===== config.mk =====
export PLATFORM = sky130hd
export DESIGN_NAME = count_to_tpm_normalizer
export DESIGN_NICKNAME = d
export VERILOG_FILES = /design/src/rtl/core/tpm_pkg.sv /design/src/rtl/core/tpm_div.sv /design/src/rtl/core/tpm_dp.sv /design/src/rtl/core/tpm_ctrl.sv /design/src/rtl/core/count_to_tpm_normalizer.sv
export SDC_FILE = /design/constraint.sdc
export NUM_CORES = 1
export LEC_CHECK = 0
export ABC_AREA = 1
export ABC_CLOCK_PERIOD_IN_PS = 16800
export BUFFER_PORTS_ARGS = -buffer_cell sky130_fd_sc_hd__buf_2
export CAP_MARGIN = 20
export CORE_MARGIN = 2
export CORE_UTILIZATION = 45
export DETAILED_ROUTE_END_ITERATION = 8
export GPL_TIMING_DRIVEN = 0
export MAX_ROUTING_LAYER = met4
export PLACE_DENSITY = 0.62
export SLEW_MARGIN = 15
export SYNTH_ARGS = -nofsm -noshare
export SYNTH_HDL_FRONTEND = slang
export SYNTH_SLANG_ARGS = --single-unit

===== constraint.sdc =====
create_clock -name i_clk -period 16.8 [get_ports i_clk]
set_input_delay 2.52 -clock i_clk [delete_from_list [all_inputs] [get_ports i_clk]]
set_output_delay 2.52 -clock i_clk [all_outputs]
set_load 0.1 [all_outputs]

===== src/rtl/core/tpm_pkg.sv =====
package tpm_pkg;

    // operation codes
    localparam logic [1:0] OP_CLEAR = 2'd0;
    localparam logic [1:0] OP_ACCUM = 2'd1;
    localparam logic [1:0] OP_NORM  = 2'd2;

    // result status codes
    localparam logic [1:0] ST_OK   = 2'd0;
    localparam logic [1:0] ST_ZERO = 2'd1;
    localparam logic [1:0] ST_SAT  = 2'd2;

    // 1e6 in Q20.12, and 1.0 in Q16.8
    localparam logic [31:0] TPM_SCALE = 32'd4096000000;
    localparam logic [23:0] LEN_ONE   = 24'd256;

    // divider geometry: rate quotient bits, normalized quotient bits
    localparam int          QUOT_W     = 40;
    localparam logic [5:0]  RATE_STEPS = 6'd40;
    localparam logic [5:0]  NORM_STEPS = 6'd32;

    typedef struct packed {
        logic [1:0]  operation;
        logic [23:0] read_count;
        logic [23:0] eff_length;
    } t_in;

    typedef struct packed {
        logic [31:0] tpm_value;
        logic [1:0]  status;
    } t_out;

    // controller -> datapath commands
    typedef struct packed {
        logic latch;
        logic clr_total;
        logic rate_start;
        logic rate_save;
        logic accum;
        logic mul_lo;
        logic mul_hi;
        logic norm_start;
        logic out_load;
    } t_cmd;

    // datapath -> controller status
    typedef struct packed {
        logic div_done;
    } t_sts;

endpackage


===== src/rtl/core/tpm_div.sv =====
module tpm_div (
    input  logic                          i_clk,
    input  logic                          i_rst_n,
    input  logic                          i_start,
    input  logic [63:0]                   i_rem,
    input  logic [tpm_pkg::QUOT_W-1:0]    i_bits,
    input  logic [63:0]                   i_divisor,
    input  logic [5:0]                    i_steps,
    output logic                          o_done,
    output logic [tpm_pkg::QUOT_W-1:0]    o_quot
);

    logic [63:0]                r_rem;
    logic [tpm_pkg::QUOT_W-1:0] r_bits;
    logic [63:0]                r_div;
    logic [tpm_pkg::QUOT_W-1:0] r_quot;
    logic [5:0]                 r_cnt;
    logic                       r_busy;
    logic                       r_done;

    logic [64:0] w_rem2;
    logic [65:0] w_diff;
    logic        w_ge;

    // one restoring step: shift in next dividend bit, trial subtract
    always_comb begin
        w_rem2 = {r_rem, r_bits[tpm_pkg::QUOT_W-1]};
        w_diff = {1'b0, w_rem2} - {2'b00, r_div};
        w_ge   = ~w_diff[65];
    end

    // control: busy flag, step counter, done pulse
    always_ff @(posedge i_clk) begin
        if (!i_rst_n) begin
            r_busy <= 1'b0;
            r_done <= 1'b0;
            r_cnt  <= '0;
        end else begin
            r_done <= r_busy && (r_cnt == 6'd1);
            if (i_start) begin
                r_busy <= 1'b1;
                r_cnt  <= i_steps;
            end else if (r_busy) begin
                r_cnt <= r_cnt - 6'd1;
                if (r_cnt == 6'd1) begin
                    r_busy <= 1'b0;
                end
            end
        end
    end

    // datapath: remainder, dividend bits, quotient
    always_ff @(posedge i_clk) begin
        if (i_start) begin
            r_rem  <= i_rem;
            r_bits <= i_bits;
            r_div  <= i_divisor;
            r_quot <= '0;
        end else if (r_busy) begin
            r_rem  <= w_ge ? w_diff[63:0] : w_rem2[63:0];
            r_bits <= {r_bits[tpm_pkg::QUOT_W-2:0], 1'b0};
            r_quot <= {r_quot[tpm_pkg::QUOT_W-2:0], w_ge};
        end
    end

    assign o_done = r_done;
    assign o_quot = r_quot;

endmodule


===== src/rtl/core/tpm_dp.sv =====
module tpm_dp (
    input  logic          i_clk,
    input  logic          i_rst_n,
    input  tpm_pkg::t_cmd i_cmd,
    input  tpm_pkg::t_in  i_in_data,
    output tpm_pkg::t_sts o_sts,
    output tpm_pkg::t_out o_out_data
);

    logic [23:0] r_count;
    logic [23:0] r_len;
    logic [39:0] r_rate;
    logic [63:0] r_total;
    logic        r_sat;
    logic [71:0] r_prod;
    logic [31:0] r_tpm;
    logic [1:0]  r_status;

    logic [tpm_pkg::QUOT_W-1:0] w_quot;
    logic                       w_div_start;
    logic [63:0]                w_div_rem;
    logic [tpm_pkg::QUOT_W-1:0] w_div_bits;
    logic [63:0]                w_div_divisor;
    logic [5:0]                 w_div_steps;
    logic [64:0]                w_sum;
    logic [51:0]                w_pp;

    // divider operand select: rate = count*2^24/len, or product/total
    always_comb begin
        w_div_start = i_cmd.rate_start | i_cmd.norm_start;
        if (i_cmd.norm_start) begin
            w_div_rem     = {24'd0, r_prod[71:32]};
            w_div_bits    = {r_prod[31:0], 8'd0};
            w_div_divisor = r_total;
            w_div_steps   = tpm_pkg::NORM_STEPS;
        end else begin
            w_div_rem     = {56'd0, r_count[23:16]};
            w_div_bits    = {r_count[15:0], 24'd0};
            w_div_divisor = {40'd0, r_len};
            w_div_steps   = tpm_pkg::RATE_STEPS;
        end
    end

    tpm_div u_div (
        .i_clk     (i_clk),
        .i_rst_n   (i_rst_n),
        .i_start   (w_div_start),
        .i_rem     (w_div_rem),
        .i_bits    (w_div_bits),
        .i_divisor (w_div_divisor),
        .i_steps   (w_div_steps),
        .o_done    (o_sts.div_done),
        .o_quot    (w_quot)
    );

    // running total add, partial product of one rate half
    always_comb begin
        w_sum = {1'b0, r_total} + {25'd0, r_rate};
        w_pp  = (i_cmd.mul_hi ? {12'd0, r_rate[39:20]} : {12'd0, r_rate[19:0]})
                * {20'd0, tpm_pkg::TPM_SCALE};
    end

    // input capture, short lengths raised to 1.0
    always_ff @(posedge i_clk) begin
        if (i_cmd.latch) begin
            r_count <= i_in_data.read_count;
            r_len   <= (i_in_data.eff_length < tpm_pkg::LEN_ONE) ?
                       tpm_pkg::LEN_ONE : i_in_data.eff_length;
        end
        if (i_cmd.rate_save) begin
            r_rate <= w_quot;
        end
        if (i_cmd.mul_lo) begin
            r_prod <= {20'd0, w_pp};
        end else if (i_cmd.mul_hi) begin
            r_prod <= r_prod + {w_pp, 20'd0};
        end
    end

    // total and saturation flag
    always_ff @(posedge i_clk) begin
        if (!i_rst_n) begin
            r_total <= '0;
            r_sat   <= 1'b0;
        end else if (i_cmd.clr_total) begin
            r_total <= '0;
            r_sat   <= 1'b0;
        end else if (i_cmd.accum) begin
            if (w_sum[64]) begin
                r_total <= '1;
                r_sat   <= 1'b1;
            end else begin
                r_total <= w_sum[63:0];
            end
        end
    end

    // result register
    always_ff @(posedge i_clk) begin
        if (i_cmd.out_load) begin
            if (r_total == 64'd0) begin
                r_tpm    <= '0;
                r_status <= tpm_pkg::ST_ZERO;
            end else begin
                r_tpm    <= ({24'd0, r_rate} > r_total) ? tpm_pkg::TPM_SCALE
                                                          : w_quot[31:0];
                r_status <= r_sat ? tpm_pkg::ST_SAT : tpm_pkg::ST_OK;
            end
        end
    end

    assign o_out_data.tpm_value = r_tpm;
    assign o_out_data.status    = r_status;

endmodule


===== src/rtl/core/tpm_ctrl.sv =====
module tpm_ctrl (
    input  logic          i_clk,
    input  logic          i_rst_n,
    input  logic          i_in_valid,
    input  logic [1:0]    i_op,
    input  logic          i_out_ready,
    input  tpm_pkg::t_sts i_sts,
    output tpm_pkg::t_cmd o_cmd,
    output logic          o_in_ready,
    output logic          o_out_valid
);

    typedef enum logic [3:0] {
        S_IDLE,
        S_RATE_GO,
        S_RATE_WAIT,
        S_ACCUM,
        S_MUL_LO,
        S_MUL_HI,
        S_NORM_GO,
        S_NORM_WAIT,
        S_OUT
    } t_state;

    t_state r_state;
    t_state n_state;
    logic   r_norm;
    logic   n_norm;
    logic   r_out_valid;
    logic   n_out_valid;
    logic   w_take;
    logic   w_free;

    assign w_take = (r_state == S_IDLE) && i_in_valid;
    assign w_free = !r_out_valid || i_out_ready;

    // next state and commands
    always_comb begin
        n_state     = r_state;
        n_norm      = r_norm;
        n_out_valid = r_out_valid && !i_out_ready;
        o_cmd       = '0;
        case (r_state)
            S_IDLE: begin
                o_cmd.latch = i_in_valid;
                if (i_in_valid) begin
                    case (i_op)
                        tpm_pkg::OP_CLEAR: o_cmd.clr_total = 1'b1;
                        tpm_pkg::OP_ACCUM: begin
                            n_norm  = 1'b0;
                            n_state = S_RATE_GO;
                        end
                        tpm_pkg::OP_NORM: begin
                            n_norm  = 1'b1;
                            n_state = S_RATE_GO;
                        end
                        default: n_state = S_IDLE;
                    endcase
                end
            end
            S_RATE_GO: begin
                o_cmd.rate_start = 1'b1;
                n_state          = S_RATE_WAIT;
            end
            S_RATE_WAIT: begin
                if (i_sts.div_done) begin
                    o_cmd.rate_save = 1'b1;
                    n_state         = r_norm ? S_MUL_LO : S_ACCUM;
                end
            end
            S_ACCUM: begin
                o_cmd.accum = 1'b1;
                n_state     = S_IDLE;
            end
            S_MUL_LO: begin
                o_cmd.mul_lo = 1'b1;
                n_state      = S_MUL_HI;
            end
            S_MUL_HI: begin
                o_cmd.mul_hi = 1'b1;
                n_state      = S_NORM_GO;
            end
            S_NORM_GO: begin
                o_cmd.norm_start = 1'b1;
                n_state          = S_NORM_WAIT;
            end
            S_NORM_WAIT: begin
                if (i_sts.div_done) begin
                    n_state = S_OUT;
                end
            end
            S_OUT: begin
                // hold the quotient until the output register frees up
                if (w_free) begin
                    o_cmd.out_load = 1'b1;
                    n_out_valid    = 1'b1;
                    n_state        = S_IDLE;
                end
            end
            default: n_state = S_IDLE;
        endcase
    end

    // state and registered outputs
    always_ff @(posedge i_clk) begin
        if (!i_rst_n) begin
            r_state     <= S_IDLE;
            r_norm      <= 1'b0;
            r_out_valid <= 1'b0;
        end else begin
            r_state     <= n_state;
            r_norm      <= n_norm;
            r_out_valid <= n_out_valid;
        end
    end

    assign o_in_ready  = (r_state == S_IDLE) && !w_take ? 1'b1 : (r_state == S_IDLE);
    assign o_out_valid = r_out_valid;

endmodule


===== src/rtl/core/count_to_tpm_normalizer.sv =====
// Clear and unused operations finish in the idle state; accumulate and normalize
// run on the shared radix-2 divider: 40 steps for the rate, and normalize then
// adds the low and high multiply steps and 32 steps for the scaled quotient.
// One transaction is in work at a time; the result register lets the next
// transaction enter while a result still waits to be taken.
// Synchronous active-low reset clears the running total, the flag and all control.
module count_to_tpm_normalizer (
    input  logic          i_clk,
    input  logic          i_rst_n,
    input  logic          i_in_valid,
    output logic          o_in_ready,
    input  tpm_pkg::t_in  i_in_data,
    output logic          o_out_valid,
    input  logic          i_out_ready,
    output tpm_pkg::t_out o_out_data
);

    tpm_pkg::t_cmd w_cmd;
    tpm_pkg::t_sts w_sts;

    tpm_ctrl u_ctrl (
        .i_clk       (i_clk),
        .i_rst_n     (i_rst_n),
        .i_in_valid  (i_in_valid),
        .i_op        (i_in_data.operation),
        .i_out_ready (i_out_ready),
        .i_sts       (w_sts),
        .o_cmd       (w_cmd),
        .o_in_ready  (o_in_ready),
        .o_out_valid (o_out_valid)
    );

    tpm_dp u_dp (
        .i_clk      (i_clk),
        .i_rst_n    (i_rst_n),
        .i_cmd      (w_cmd),
        .i_in_data  (i_in_data),
        .o_sts      (w_sts),
        .o_out_data (o_out_data)
    );

`ifndef NO_ASSERTIONS
    // divider never finishes while the block is taking new transactions
    a_done_busy: assert property (@(posedge i_clk) disable iff (!i_rst_n)
        w_sts.div_done |-> !o_in_ready)
        else $error("divider done while idle");

    // a new result appears only after work, never straight from idle
    a_out_from_work: assert property (@(posedge i_clk) disable iff (!i_rst_n)
        $rose(o_out_valid) |-> $past(w_cmd.out_load))
        else $error("result without load");

    // zero-total status always carries a zero value
    a_zero_value: assert property (@(posedge i_clk) disable iff (!i_rst_n)
        (o_out_valid && (o_out_data.status == tpm_pkg::ST_ZERO))
            |-> (o_out_data.tpm_value == 32'd0))
        else $error("zero total with nonzero value");
`endif

endmodule

After elaboration in Yosys (flattened, before gate mapping)
Cells that the tools add are included.
Widths: inputs -> output; s select.

storage, ports and cells
  flip-flop bits (word level) = 481
  input port bits = 54
  output and inout port bits = 36
  logic and storage cells = 110

operators by class
  $add $sub $neg = 4
  multiply operators = 1
  $lt $le $gt $ge = 2
  equal/unequal tests = 16
  multiplexer cells = 43
  bitwise logic cells = 3
  reduce and logical (&&, ||, !) cells = 20

operator list
  operator                count
  $mux 64                 4
  $mux 40                 4
  $mux 52                 2
  $add 72x72->72          1
  $sub 65x64->66          1
  $add 64x40->65          1
  $gt 40x64->1            1
  $logic_not 64->1        1
  $mul 52x14->34 const B  1
  $mux 32                 1
  $pmux 4 s8              1
  $lt 24x9->1 const B     1
  $mux 24                 1
  $mux 20                 1
  $mux 4                  5
  $mux 1                  17
  $eq 4x3->1 const B      4
  $mux 6                  2
  $eq 4x2->1 const B      2
  $pmux 4 s2              1
  $eq 6x1->1 const B      1
  $ne 2x1->1 const B      3
  $reduce_bool 2->1       3
  $reduce_or 2->1         3
  19 further kinds        27

Longest topological paths before layout
  depth after elaboration = 7
  gate-level depth with buffers = 42
  gate-level depth less buffers = 41

Hierarchy
Synthesis repeated with hierarchy kept, for this count alone.

unflattened totals
  cells, all modules = 5360
  area total of the unflattened synthesis = 37936.4 um^2

modules (own cells, without submodules)
  module    instances  cells each  area each (um^2)  sequential area each (um^2)
  tpm_dp    1          3078        22255.1           6386.1
  tpm_div   1          2205        15204.6           6005.8
  tpm_ctrl  1          77          476.7             120.1

Least setup slack after synthesis
No wires, ideal clock.

  path type = reg-to-reg
  start = reg u_ctrl.r_state[0]
  end = reg u_dp.r_prod[69]
  setup time = 0.109 ns
  arrival time = 7.032 ns
  data required time = 16.691 ns
  setup slack = 9.659 ns
  cell stages (with the launch flop) = 36
  buffers on the path = 1
  period minus slack after synthesis = 7.141 ns
  cells stage by stage = dfxtp_1 -> inv_1 -> nor2_1 -> nand2_1 -> clkbuf_1 -> o21ai_0 -> xnor2_1 -> inv_1 -> ha_1 -> o21bai_1 -> fa_1 -> fa_1 -> fa_1 -> ha_1 -> inv_1 -> fa_1 -> inv_1 -> ha_1 -> nand2_1 -> nor4_1 -> nand2_1 -> nand3_1 -> nand2_1 -> nand2_1 -> xor2_1 -> ha_1 -> a21oi_1 -> o21ai_0 -> a21oi_1 -> nor2_1 -> nor3_1 -> nand2_1 -> nand2_1 -> nand3_1 -> nand2_1 -> inv_1

between the ends
  word-level cells in the longest chain between the ends = 5
  elaborated cells between the ends (all ways) = 7
  those cells by class = 1 x add/sub; 1 x mul; 2 x eq/ne; 3 x mux

ends and longest elaborated chain
  item                      line             RTL
  start: declaration        tpm_ctrl.sv:25   t_state r_state;
  start signal: assignment  tpm_ctrl.sv:111  r_state <= n_state;
  $eq 4x3->1                tpm_ctrl.sv:43   case (r_state)
  $mux 1                    tpm_ctrl.sv:43
  $mux 20                   tpm_dp.sv:59     w_pp = (i_cmd.mul_hi ? {12'd0, r_rate[39:20]} : {12'd0, r_rate[19:0]})
  $mul 52x14->34            tpm_dp.sv:60     * {20'd0, tpm_pkg::TPM_SCALE};
  $add 72x72->72            tpm_dp.sv:76     r_prod <= r_prod + {w_pp, 20'd0};
  end signal: assignment    tpm_dp.sv:74     r_prod <= {20'd0, w_pp};
  end signal: assignment    tpm_dp.sv:76
  end: declaration          tpm_dp.sv:15     logic [71:0] r_prod;

Parallel ways exist; a longest one is shown, timed or not.
A chain may end at the register's enable or synchronous reset.

Worst setup path after layout
  start = reg u_ctrl.r_state[0]
  end = reg u_dp.r_prod[66]

The elaborated chain is that of the path after synthesis.

==> impl_metrics.py <==
metrics = {
    "worst_setup_path": {
        "r2r_cells": 34,
        "r2r_end": "u_dp.r_prod[66]",
        "slowest_stage": "o21ai_0",
        "startpoint_type": "register",
        "crit_cells": 34,
        "crit_family": "adder cells",
        "critPathMaxStageDelay_ns": 0.68,
        "r2r-start": "u_ctrl.r_state[0]",
        "cp-end-kind": "register",
        "crit_type": "reg2reg",
        "critPathBufInv": 9,
        "cp_max_fo": 10,
        "crit_arrival_ns": 9.24,
        "ff2ff_setup_slack_ns": 8.07,
        "worstPathRequired_ns": 17.31,
    },
    "routing": {
        "avgRoutedWirePerCell_um": 19.83,
        "postRouteAntennaNets": 0,
        "dr_total_vias": 31460,
        "dr.first_iter.drc_count": 3078,
        "drc": 0,
        "vias_per_cell": 5.401,
        "drtPass1Iterations": 5,
        "drt_wl_total_um": 115500,
    },
    "floorplan": {
        "core-area_um2": 75820,
        "die_area_um2": 78610,
        "row_count": 101,
        "die_x_um": 280.4,
        "initial_core_util_pct": 45.33,
        "die_h_um": 280.4,
        "io-pin-count": 90,
    },
    "status": {
        "status": "completed",
    },
    "clocking": {
        "cts_hold_buf": 0,
        "cts_tree": "done",
        "numCtsBuffers": 51,
        "ctsResizeCount": 0,
        "cts_buffer_depth": 3,
        "clkLatencyLatePin_ns": 0.63,
        "postCtsSetupBuffers": 0,
        "cts.htree.levels": 2,
        "root_buffer": "clkbuf_16",
        "cts.sinks": 439,
        "path_clk_slew_ns": 0.06,
    },
    "final_layout": {
        "stdcell_area_um2": 38060,
        "nFillCells": 7645,
        "diodes": 0,
        "drive_above_1_share_pct": 6.559,
        "syn2layout_area_growth_pct": 10.73,
        "fin_nets": 5236,
    },
    "global_route": {
        "grt_pass1_wl_um": 173900,
        "grt_max_degree": 81,
        "grt_pass1_vias": 29280,
        "track_usage_pct": 30.04,
        "antenna_found_initial": 1,
        "overflow": 0,
    },
    "sta": {
        "skew_ns": 0.02035,
        "setup_viol": 0,
        "hold_viol_final": 0,
        "hold_slack_ns": 0.4313,
        "finalCritPeriodShare_pct": 51.98,
        "post-route-min-period_ns": 8.732,
        "slew_headroom_pct": 31.29,
        "drv_slew": 0,
        "fmax_mhz": 114.5,
        "tns_ns": 0,
        "rsz0062_at_grt": "false",
        "worst_pin_slew_ns": 1.024,
        "worst_slack_ns": 8.068,
    },
    "run": {
        "max-cap-violations": 0,
    },
    "synthesis": {
        "synth-seq-cells": 439,
        "syn_nets": 5083,
        "ys_top_cells_by_area": "edfxtp_1 (26%), nand2_1 (12%), ha_1 (11%)",
        "yosys_warnings": 0,
        "synth_edf_count": 300,
        "async_flop_share_pct": 0,
        "avgSynthCellArea_um2": 7.388,
        "syn-cell-area_um2": 34370,
        "syn_inst": 4653,
        "ys_types": 55,
        "synth_top_area_share_pct": 26.21,
        "yosysTopAreaCell": "edfxtp_1",
        "synth.most_common_cell": "nand2_1",
        "ys.flop_type": "edfxtp_1",
        "yosysSeqAreaShare_pct": 34.30,
        "synth_commonest_cells": "nand2_1 (1094), inv_1 (799), nor2_1 (517), edfxtp_1 (300), ha_1 (300)",
    },
    "placement": {
        "io_buffers": 89,
        "place.gp.congestion": 1.025,
        "dp_hpwl_um": 95290,
        "dpl-instance-area_um2": 36250,
        "post-place-ws_ns": 8.243,
    },
    "worst_hold_path": {
        "min_from": "u_dp.u_div.o_quot[31]",
        "hp-class": "reg2reg",
        "worstHoldPathCells": 0,
        "holdPathEnd": "u_dp.r_rate[31]",
    },
}
flip-flops by register name, summed over array words and instances, names as in the netlist, 2 cells and up:
name               flops
u_ctrl.r_state         4
u_dp.r_count          24
u_dp.r_len            24
u_dp.r_prod           54
u_dp.r_rate           40
u_dp.r_status          2
u_dp.r_total          64
u_dp.r_tpm            32
u_dp.u_div.o_quot     40
u_dp.u_div.r_bits     16
u_dp.u_div.r_cnt       6
u_dp.u_div.r_div      64
u_dp.u_div.r_rem      64
layout make-up:
class	instances	area (um2)	share of cell area [%]
timing repair buffer	100	619.3	1.627
clock inverter	37	495.5	1.302
clock buffer	58	1313	3.448
sequential	439	11790	30.98
inverter	819	3074	8.077
buffer	108	523.0	1.374
tap	978	1224	3.215
multi-input combinational	3287	19020	49.98
cells in the final DEF (no fill, tap or decap), types with 15 or more instances in the layout:
master	instances
nand2_1	1094
inv_1	799
nor2_1	515
ha_1	300
edfxtp_1	300
o21ai_0	254
a21oi_1	250
nand3_1	237
dfxtp_1	139
buf_2	96
nand4_1	88
clkbuf_1	83
fa_1	76
xor2_1	57
clkbuf_16	51
nor3_1	49
xnor2_1	42
o22ai_1	39
o21ai_1	35
o21bai_1	33
nor4_1	33
nand3b_1	29
a21oi_2	27
or2_2	22
inv_2	15
buf_6	15
layer usage:
| metal | vias up | GRT usage (%) | part of all wire, % |
|---|---|---|---|
| li1 | 15440 | - | - |
| met5 | - | - | 0 |
| met1 | 14800 | 41.78 | 46 |
| met2 | 1051 | 45.15 | 43 |
| met4 | 0 | 9.708 | 3.6 |
| met3 | 179 | 4.139 | 7.2 |
metrics by stage:
stage	utilization (%)	cells
floorplan	-	4653
global placement	47.54	5720
detailed placement	47.81	5731
CTS	50.20	5826
global route	50.20	5826
finish	50.20	5826
worst max path at each step:
stage | from | end | slack, ns
floorplan | u_ctrl.r_state[0] | u_dp.r_prod[69] | 9.66
global placement | u_ctrl.r_state[0] | u_dp.r_prod[71] | 7.99
detailed placement | u_ctrl.r_state[0] | u_dp.r_prod[66] | 8.24
CTS | u_ctrl.r_state[0] | u_dp.r_prod[66] | 8.20
global route | u_ctrl.r_state[0] | u_dp.r_prod[66] | 7.49
finish | u_ctrl.r_state[0] | u_dp.r_prod[66] | 8.07
cells by family after synthesis:
logic type / share of synthesized area [%]
flops: 34.30
buf+inv: 10.44
fa+ha+maj: 15.35
simple gates: 26.11
compound gates: 11.28
xor+xnor: 2.522
Power is left out: the tool's default activity adds up to more than one toggle a clock period on the data nets, which glitch-free logic cannot reach.
